--- src/rtl/btmx_pkg.sv ---
// Shared types, constants and codes for the binary trie max-xor block.
// No dependencies; used by every module of the block.
package btmx_pkg;

	localparam int KEY_BITS   = 31;
	localparam int NODE_COUNT = 4096;
	localparam int COUNT_BITS = 20;

	// fixed field widths of the item interface
	localparam int MODE_W   = 3;
	localparam int STATUS_W = 2;
	localparam int KEY_W    = 31;

	localparam int NODE_AW = $clog2(NODE_COUNT);
	localparam int NF_W    = $clog2(NODE_COUNT + 1);
	localparam int LVL_W   = $clog2(KEY_BITS);
	localparam int INIT_W  = $clog2(KEY_BITS + 1);

	localparam logic [MODE_W-1:0] MODE_INSERT = 3'd0;
	localparam logic [MODE_W-1:0] MODE_ERASE  = 3'd1;
	localparam logic [MODE_W-1:0] MODE_SEARCH = 3'd2;
	localparam logic [MODE_W-1:0] MODE_XOR    = 3'd3;
	localparam logic [MODE_W-1:0] MODE_CLEAR  = 3'd4;

	localparam logic [STATUS_W-1:0] STATUS_OK        = 2'd0;
	localparam logic [STATUS_W-1:0] STATUS_NOT_FOUND = 2'd1;
	localparam logic [STATUS_W-1:0] STATUS_FULL      = 2'd2;

	typedef struct packed {
		logic [MODE_W-1:0] mode;
		logic [KEY_W-1:0]  key_value;
	} req_t;

	typedef struct packed {
		logic [STATUS_W-1:0] status;
		logic                found;
		logic [KEY_W-1:0]    best_xor;
	} rsp_t;

	typedef struct packed {
		logic [COUNT_BITS-1:0] count1;
		logic [COUNT_BITS-1:0] count0;
		logic [NODE_AW-1:0]    child1;
		logic [NODE_AW-1:0]    child0;
	} node_t;

	typedef enum logic [1:0] {
		OP_INS,
		OP_CHK,
		OP_DEC,
		OP_XOR
	} walk_op_t;

	typedef enum logic [2:0] {
		ST_INIT,
		ST_IDLE,
		ST_INS,
		ST_CHK,
		ST_DEC,
		ST_XOR,
		ST_EMIT
	} state_t;

	typedef struct packed {
		logic                start;
		logic                restart;
		logic                step;
		walk_op_t            op;
		logic                init_step;
		logic                load_out;
		logic [STATUS_W-1:0] code;
		logic                found;
		logic                use_res;
	} cmd_t;

	typedef struct packed {
		logic full;
		logic last;
		logic dead;
		logic at_root;
		logic init_last;
	} stat_t;

endpackage

--- src/rtl/btmx_ctrl.sv ---
// Controller state machine of the binary trie max-xor block.
// Depends on btmx_pkg; drives the datapath through cmd_t, reads stat_t.
module btmx_ctrl (
	input  logic                      clk,
	input  logic                      arst_n,
	input  logic                      req_valid,
	output logic                      req_stall,
	input  logic [btmx_pkg::MODE_W-1:0] req_mode,
	output logic                      rsp_valid,
	input  logic                      rsp_stall,
	input  btmx_pkg::stat_t           stat,
	output btmx_pkg::cmd_t            cmd
);

	btmx_pkg::state_t state_q, state_d;
	logic                          erase_q, erase_d;
	logic                          clr_q, clr_d;
	logic [btmx_pkg::STATUS_W-1:0] code_q, code_d;
	logic                          found_q, found_d;
	logic                          use_q, use_d;
	logic                          out_valid_q;
	logic                          accept;

	assign req_stall = (state_q != btmx_pkg::ST_IDLE);
	assign accept    = req_valid && !req_stall;
	assign rsp_valid = out_valid_q;

	always_ff @(posedge clk or negedge arst_n) begin
		if (!arst_n) begin
			state_q <= btmx_pkg::ST_INIT;
			erase_q <= 1'b0;
			clr_q   <= 1'b0;
			code_q  <= btmx_pkg::STATUS_OK;
			found_q <= 1'b0;
			use_q   <= 1'b0;
		end else begin
			state_q <= state_d;
			erase_q <= erase_d;
			clr_q   <= clr_d;
			code_q  <= code_d;
			found_q <= found_d;
			use_q   <= use_d;
		end
	end

	always_ff @(posedge clk or negedge arst_n) begin
		if (!arst_n) begin
			out_valid_q <= 1'b0;
		end else if (cmd.load_out) begin
			out_valid_q <= 1'b1;
		end else if (!rsp_stall) begin
			out_valid_q <= 1'b0;
		end
	end

	always_comb begin
		state_d = state_q;
		erase_d = erase_q;
		clr_d   = clr_q;
		code_d  = code_q;
		found_d = found_q;
		use_d   = use_q;
		cmd           = '0;
		cmd.op        = btmx_pkg::OP_CHK;
		cmd.code      = code_q;
		cmd.found     = found_q;
		cmd.use_res   = use_q;
		case (state_q)
			btmx_pkg::ST_INIT: begin
				cmd.init_step = 1'b1;
				if (stat.init_last) begin
					if (clr_q) begin
						clr_d   = 1'b0;
						state_d = btmx_pkg::ST_EMIT;
					end else begin
						state_d = btmx_pkg::ST_IDLE;
					end
				end
			end
			btmx_pkg::ST_IDLE: begin
				if (accept) begin
					code_d  = btmx_pkg::STATUS_OK;
					found_d = 1'b0;
					use_d   = 1'b0;
					case (req_mode)
						btmx_pkg::MODE_INSERT: begin
							if (stat.full) begin
								code_d  = btmx_pkg::STATUS_FULL;
								state_d = btmx_pkg::ST_EMIT;
							end else begin
								cmd.start = 1'b1;
								state_d   = btmx_pkg::ST_INS;
							end
						end
						btmx_pkg::MODE_ERASE: begin
							cmd.start = 1'b1;
							erase_d   = 1'b1;
							state_d   = btmx_pkg::ST_CHK;
						end
						btmx_pkg::MODE_SEARCH: begin
							cmd.start = 1'b1;
							erase_d   = 1'b0;
							state_d   = btmx_pkg::ST_CHK;
						end
						btmx_pkg::MODE_XOR: begin
							cmd.start = 1'b1;
							use_d     = 1'b1;
							state_d   = btmx_pkg::ST_XOR;
						end
						btmx_pkg::MODE_CLEAR: begin
							clr_d   = 1'b1;
							state_d = btmx_pkg::ST_INIT;
						end
						default: begin
							state_d = btmx_pkg::ST_EMIT;
						end
					endcase
				end
			end
			btmx_pkg::ST_INS: begin
				cmd.step = 1'b1;
				cmd.op   = btmx_pkg::OP_INS;
				if (stat.last) begin
					state_d = btmx_pkg::ST_EMIT;
				end
			end
			btmx_pkg::ST_CHK: begin
				cmd.step = 1'b1;
				cmd.op   = btmx_pkg::OP_CHK;
				if (stat.dead) begin
					code_d  = erase_q ? btmx_pkg::STATUS_NOT_FOUND : btmx_pkg::STATUS_OK;
					state_d = btmx_pkg::ST_EMIT;
				end else if (stat.last) begin
					if (erase_q) begin
						// path verified: walk again from the root and decrement
						cmd.restart = 1'b1;
						state_d     = btmx_pkg::ST_DEC;
					end else begin
						found_d = 1'b1;
						state_d = btmx_pkg::ST_EMIT;
					end
				end
			end
			btmx_pkg::ST_DEC: begin
				cmd.step = 1'b1;
				cmd.op   = btmx_pkg::OP_DEC;
				if (stat.last) begin
					state_d = btmx_pkg::ST_EMIT;
				end
			end
			btmx_pkg::ST_XOR: begin
				cmd.step = 1'b1;
				cmd.op   = btmx_pkg::OP_XOR;
				if (stat.dead) begin
					// no live edge at the root means an empty trie
					code_d  = stat.at_root ? btmx_pkg::STATUS_NOT_FOUND : btmx_pkg::STATUS_OK;
					state_d = btmx_pkg::ST_EMIT;
				end else if (stat.last) begin
					state_d = btmx_pkg::ST_EMIT;
				end
			end
			btmx_pkg::ST_EMIT: begin
				if (!out_valid_q || !rsp_stall) begin
					cmd.load_out = 1'b1;
					state_d      = btmx_pkg::ST_IDLE;
				end
			end
			default: begin
				state_d = btmx_pkg::ST_IDLE;
			end
		endcase
	end

endmodule

--- config.mk ---
export PLATFORM = sky130hd
export DESIGN_NAME = btmx_ctrl
export DESIGN_NICKNAME = d
export VERILOG_FILES = /design/src/rtl/btmx_pkg.sv /design/src/rtl/btmx_ctrl.sv
export SDC_FILE = /design/constraint.sdc
export NUM_CORES = 1
export LEC_CHECK = 0
export BUFFER_PORTS_ARGS = -buffer_cell sky130_fd_sc_hd__buf_2
export CAP_MARGIN = 30
export CORE_MARGIN = 2
export CORE_UTILIZATION = 48
export CTS_CLUSTER_SIZE = 8
export DETAILED_ROUTE_END_ITERATION = 6
export PLACE_DENSITY_LB_ADDON = 0.25
export SYNTH_ARGS = -nofsm -noshare
export SYNTH_HDL_FRONTEND = slang
export SYNTH_SLANG_ARGS = --single-unit
--- constraint.sdc ---
create_clock -name clk -period 1.79 [get_ports clk]
set_input_delay 0.0895 -clock clk [delete_from_list [all_inputs] [get_ports clk]]
set_output_delay 0.0895 -clock clk [all_outputs]
set_load 0.03 [all_outputs]
==> results list <==
- Outcome: finished clean
- Number of top-level pins: 25
* Yosys top cell by area: dfrtp_1
- Required arrival time at the worst endpoint: 1.70 ns
- Series of cell instances along the critical path: nand4bb_1 > or2_2 > a21oi_1 > clkbuf_4
- Initial Util: 0.505
- Counting distinct cell types in the post-synthesis netlist gives 33.
- Cell count of the worst reg-to-reg path: 5
* Arrival time of data at the critical path endpoint: 1.63 ns
- The die covers 1880 sq um.
- Post-Synthesis Net Count: 101
- Dividing the final minimum period by the clock period gives 0.961.
- Flip-flop cell with the highest count after synthesis: dfrtp_1
* Number of enable flip-flop cells after synthesis: 0
- By count the netlist is led by nand2_1 (12), a21oi_1 (10), dfrtp_1 (10), nor2_1 (8), buf_4 (6).
* Slowest cell on crit path: dfrtp_1
- Max-slew violation count: 0
* TritonCTS clock tree: done
- The pre-antenna-repair detailed-routing pass consisted of 4 iterations.
- Setup total negative slack on the finished layout was measured at 0 ns.
- The cell sitting at the root of the clock tree is a clkbuf_4.
- Maximum fanout along the worst path: 8
* Kind of path behind the tightest hold check: input pin to flop
* Clock sinks: 10
* Max cap viols: 0
- Yosys printed 0 warnings.
- Counting I/O delays and the setup requirement, the final critical path takes 1.72 ns.
* Skew final: 0.00200 ns
* Post-synthesis area per instance: 8.35 sq um
- The worst setup path is of the flop to output port kind.
- The synthesized design contains 10 register bits.
- After detailed routing, the number of vias per cell comes to 5.74.
- GRT Overall Usage: 0.220
* Clock-pin slew reported for the worst setup and hold paths after clock tree synthesis: 0.07 ns
* Port-buffer cells: 24
- Largest cells by area after synthesis: dfrtp_1 (34%), a21oi_1 (6.7%), buf_4 (6.1%), nand2_1 (6.1%), mux2_2 (4.5%)
- Post-synth design cell area: 743 sq um
- For this design the ratio of total power to cell area is 1700 nW/um^2.
- No sink is reached through more buffers than the 2 on the longest clock path.
* Slack of the worst reg-to-reg path: 0.32 ns
- Instance count of the mapped netlist: 89
- Number of cell rows: 14
- The routed layout has 769 vias.
- Category of the worst setup path capture point: output port
- Summing all placed instances gives a cell area of 868 sq um.
- Total length of routed wires: 1880 um
- Post-detailed-route wirelength per cell: 14.0 um
- Final number of hold-violating endpoints: 0
* Sequential-to-total area share from yosys stat: 0.337
* Core region area: 1470 sq um
- Detailed placer's ending HPWL: 1370 um
* Post-layout instance area: 928 sq um
- After filler insertion, the fill cell instance count of the layout stands at 136.
- Kind of launch point of the worst setup path: flop
- Summed over all cells, the static leakage comes to 0.446 nW.
- Synth-to-Final Area Change: 24.9%
* Die span in x: 43.4 um
- For this run, the top clock speed supported by timing is 581 MHz.
- Grouping stages by cell kind, the critical path spends the most delay in simple AND/OR/NAND/NOR gates.
- Measured slew at the worst slew-check pin: 0.303 ns
- Diode count: 0
- Fin nets: 132
- Synth top area share: 0.337
- Hold Path Origin: req_mode[1]
* Starting DRC count in detailed routing: 20
- Ratio of cells with drive above 1 in the final layout: 0.356
* Y dimension of the die: 43.4 um
- Post-synthesis async set-or-reset flop share: 1.00
* Global-route wire length before repair: 3060 um
* Maximum number of pins on one net before global-route repair: 18
* Clock latency at the later pin of the worst-skew pair: 0.27 ns
- Clock tree synthesis inserted a total of 3 buffers.
- Number of global-route vias before repair: 731
- Worst relative slew slack: 0.797
* Worst VDD drop: 0.974 mV
* Most common cell in the synthesized netlist: nand2_1
- Placer congestion estimate: 0.826
* DRC: 0
- The number of antenna violations at the first check in global routing is 0.
* Number of H-tree levels: 1
- Global routing finished with a remaining overflow of 0.
- Number of failing setup endpoints in the final timing report: 0
- Counting both buffers and inverters, the worst setup path holds a total of 1.
- Worst hold endpoint: erase_q
- The count of nets left with antenna violations once routing finished came out at 0.
- Reg2Reg Capture Point: code_q[1]
- Worst reg2reg path startpoint: state_q[1]
- Stage delay of the slowest cell on the critical path: 0.48 ns
- Hold-critical path depth: 2
-- cell type report --
cell class	instances	area, sq um	share of cell area
inverter	3	11.3	0.0121
tap	16	20.0	0.0216
sequential	10	253	0.272
multi-input combinational	70	437	0.470
clock buffer	3	22.5	0.0243
timing repair buffer	32	185	0.199
-- per-layer routing --
layer	global-route usage	wire [um]
met1	0.268	773
met2	0.370	956
met3	0.0500	122
met4	0.0970	30
met5	0	0
-- flip-flops by register name, indices dropped and copies added (netlist names) --
register,cells
clr_q,1
code_q,2
found_q,1
state_q,3
erase_q,1
rsp_valid,1
use_q,1
-- kinds of logic after synthesis --
group | count (synthesis) | synth area share
simple gates | 35 | 0.241
compound gates | 29 | 0.253
mux | 5 | 0.0724
xor+xnor | 1 | 0.0219
flops | 10 | 0.337
buf+inv | 9 | 0.0758
-- cells in the final DEF (no fill, tap or decap), types with 3 or more instances in the layout --
cell type and instances:
nor2_1 8, mux2_2 3, clkbuf_4 4, nand2b_1 4, o21ai_0 5, nand2_1 12, dfrtp_1 8, buf_4 7
a21oi_1 10, inv_1 3, buf_2 23
-- repair_timing --
action	4_1_cts	5_1_grt
hold buffers	1	0
buffers inserted	0	3
hold endpoints to repair	10	0
gates resized for setup	0	3
endpoints found under the setup margin	0	1
-- stage by stage --
step / hold WS [ns] / instances / utilization / worst slack [ns] / total power, mW
global route: 0.0453 / 134 / 0.631 / -0.00901 / 1.70
detailed placement: -0.0310 / 127 / 0.590 / 0.247 / 1.37
global placement: -0.0312 / 127 / 0.590 / 0.299 / 1.35
floorplan: -0.206 / 89 / - / 0.246 / 1.16
CTS: 0.0361 / 131 / 0.612 / 0.00660 / 1.53
finish: 0.0375 / 134 / 0.631 / 0.0697 / 1.58
-- report_power, final --
part | internal (mW) | switching (mW) | leakage, nW
Combinational | 0.403 | 0.602 | 0.301
Clock | 0.0779 | 0.0816 | 0.0138
Sequential | 0.306 | 0.113 | 0.131
-- worst max-delay path by stage --
stage	from	end	slack, ns	cells past startpoint
floorplan	state_q[1]	cmd[10]	0.25	3
finish	state_q[2]	cmd[10]	0.07	4
detailed placement	state_q[0]	state_q[1]	0.25	5
global route	state_q[0]	cmd[10]	-0.009	4
global placement	state_q[1]	code_q[1]	0.30	4
CTS	state_q[0]	cmd[10]	0.007	4
(Power assumes the default switching activity.)
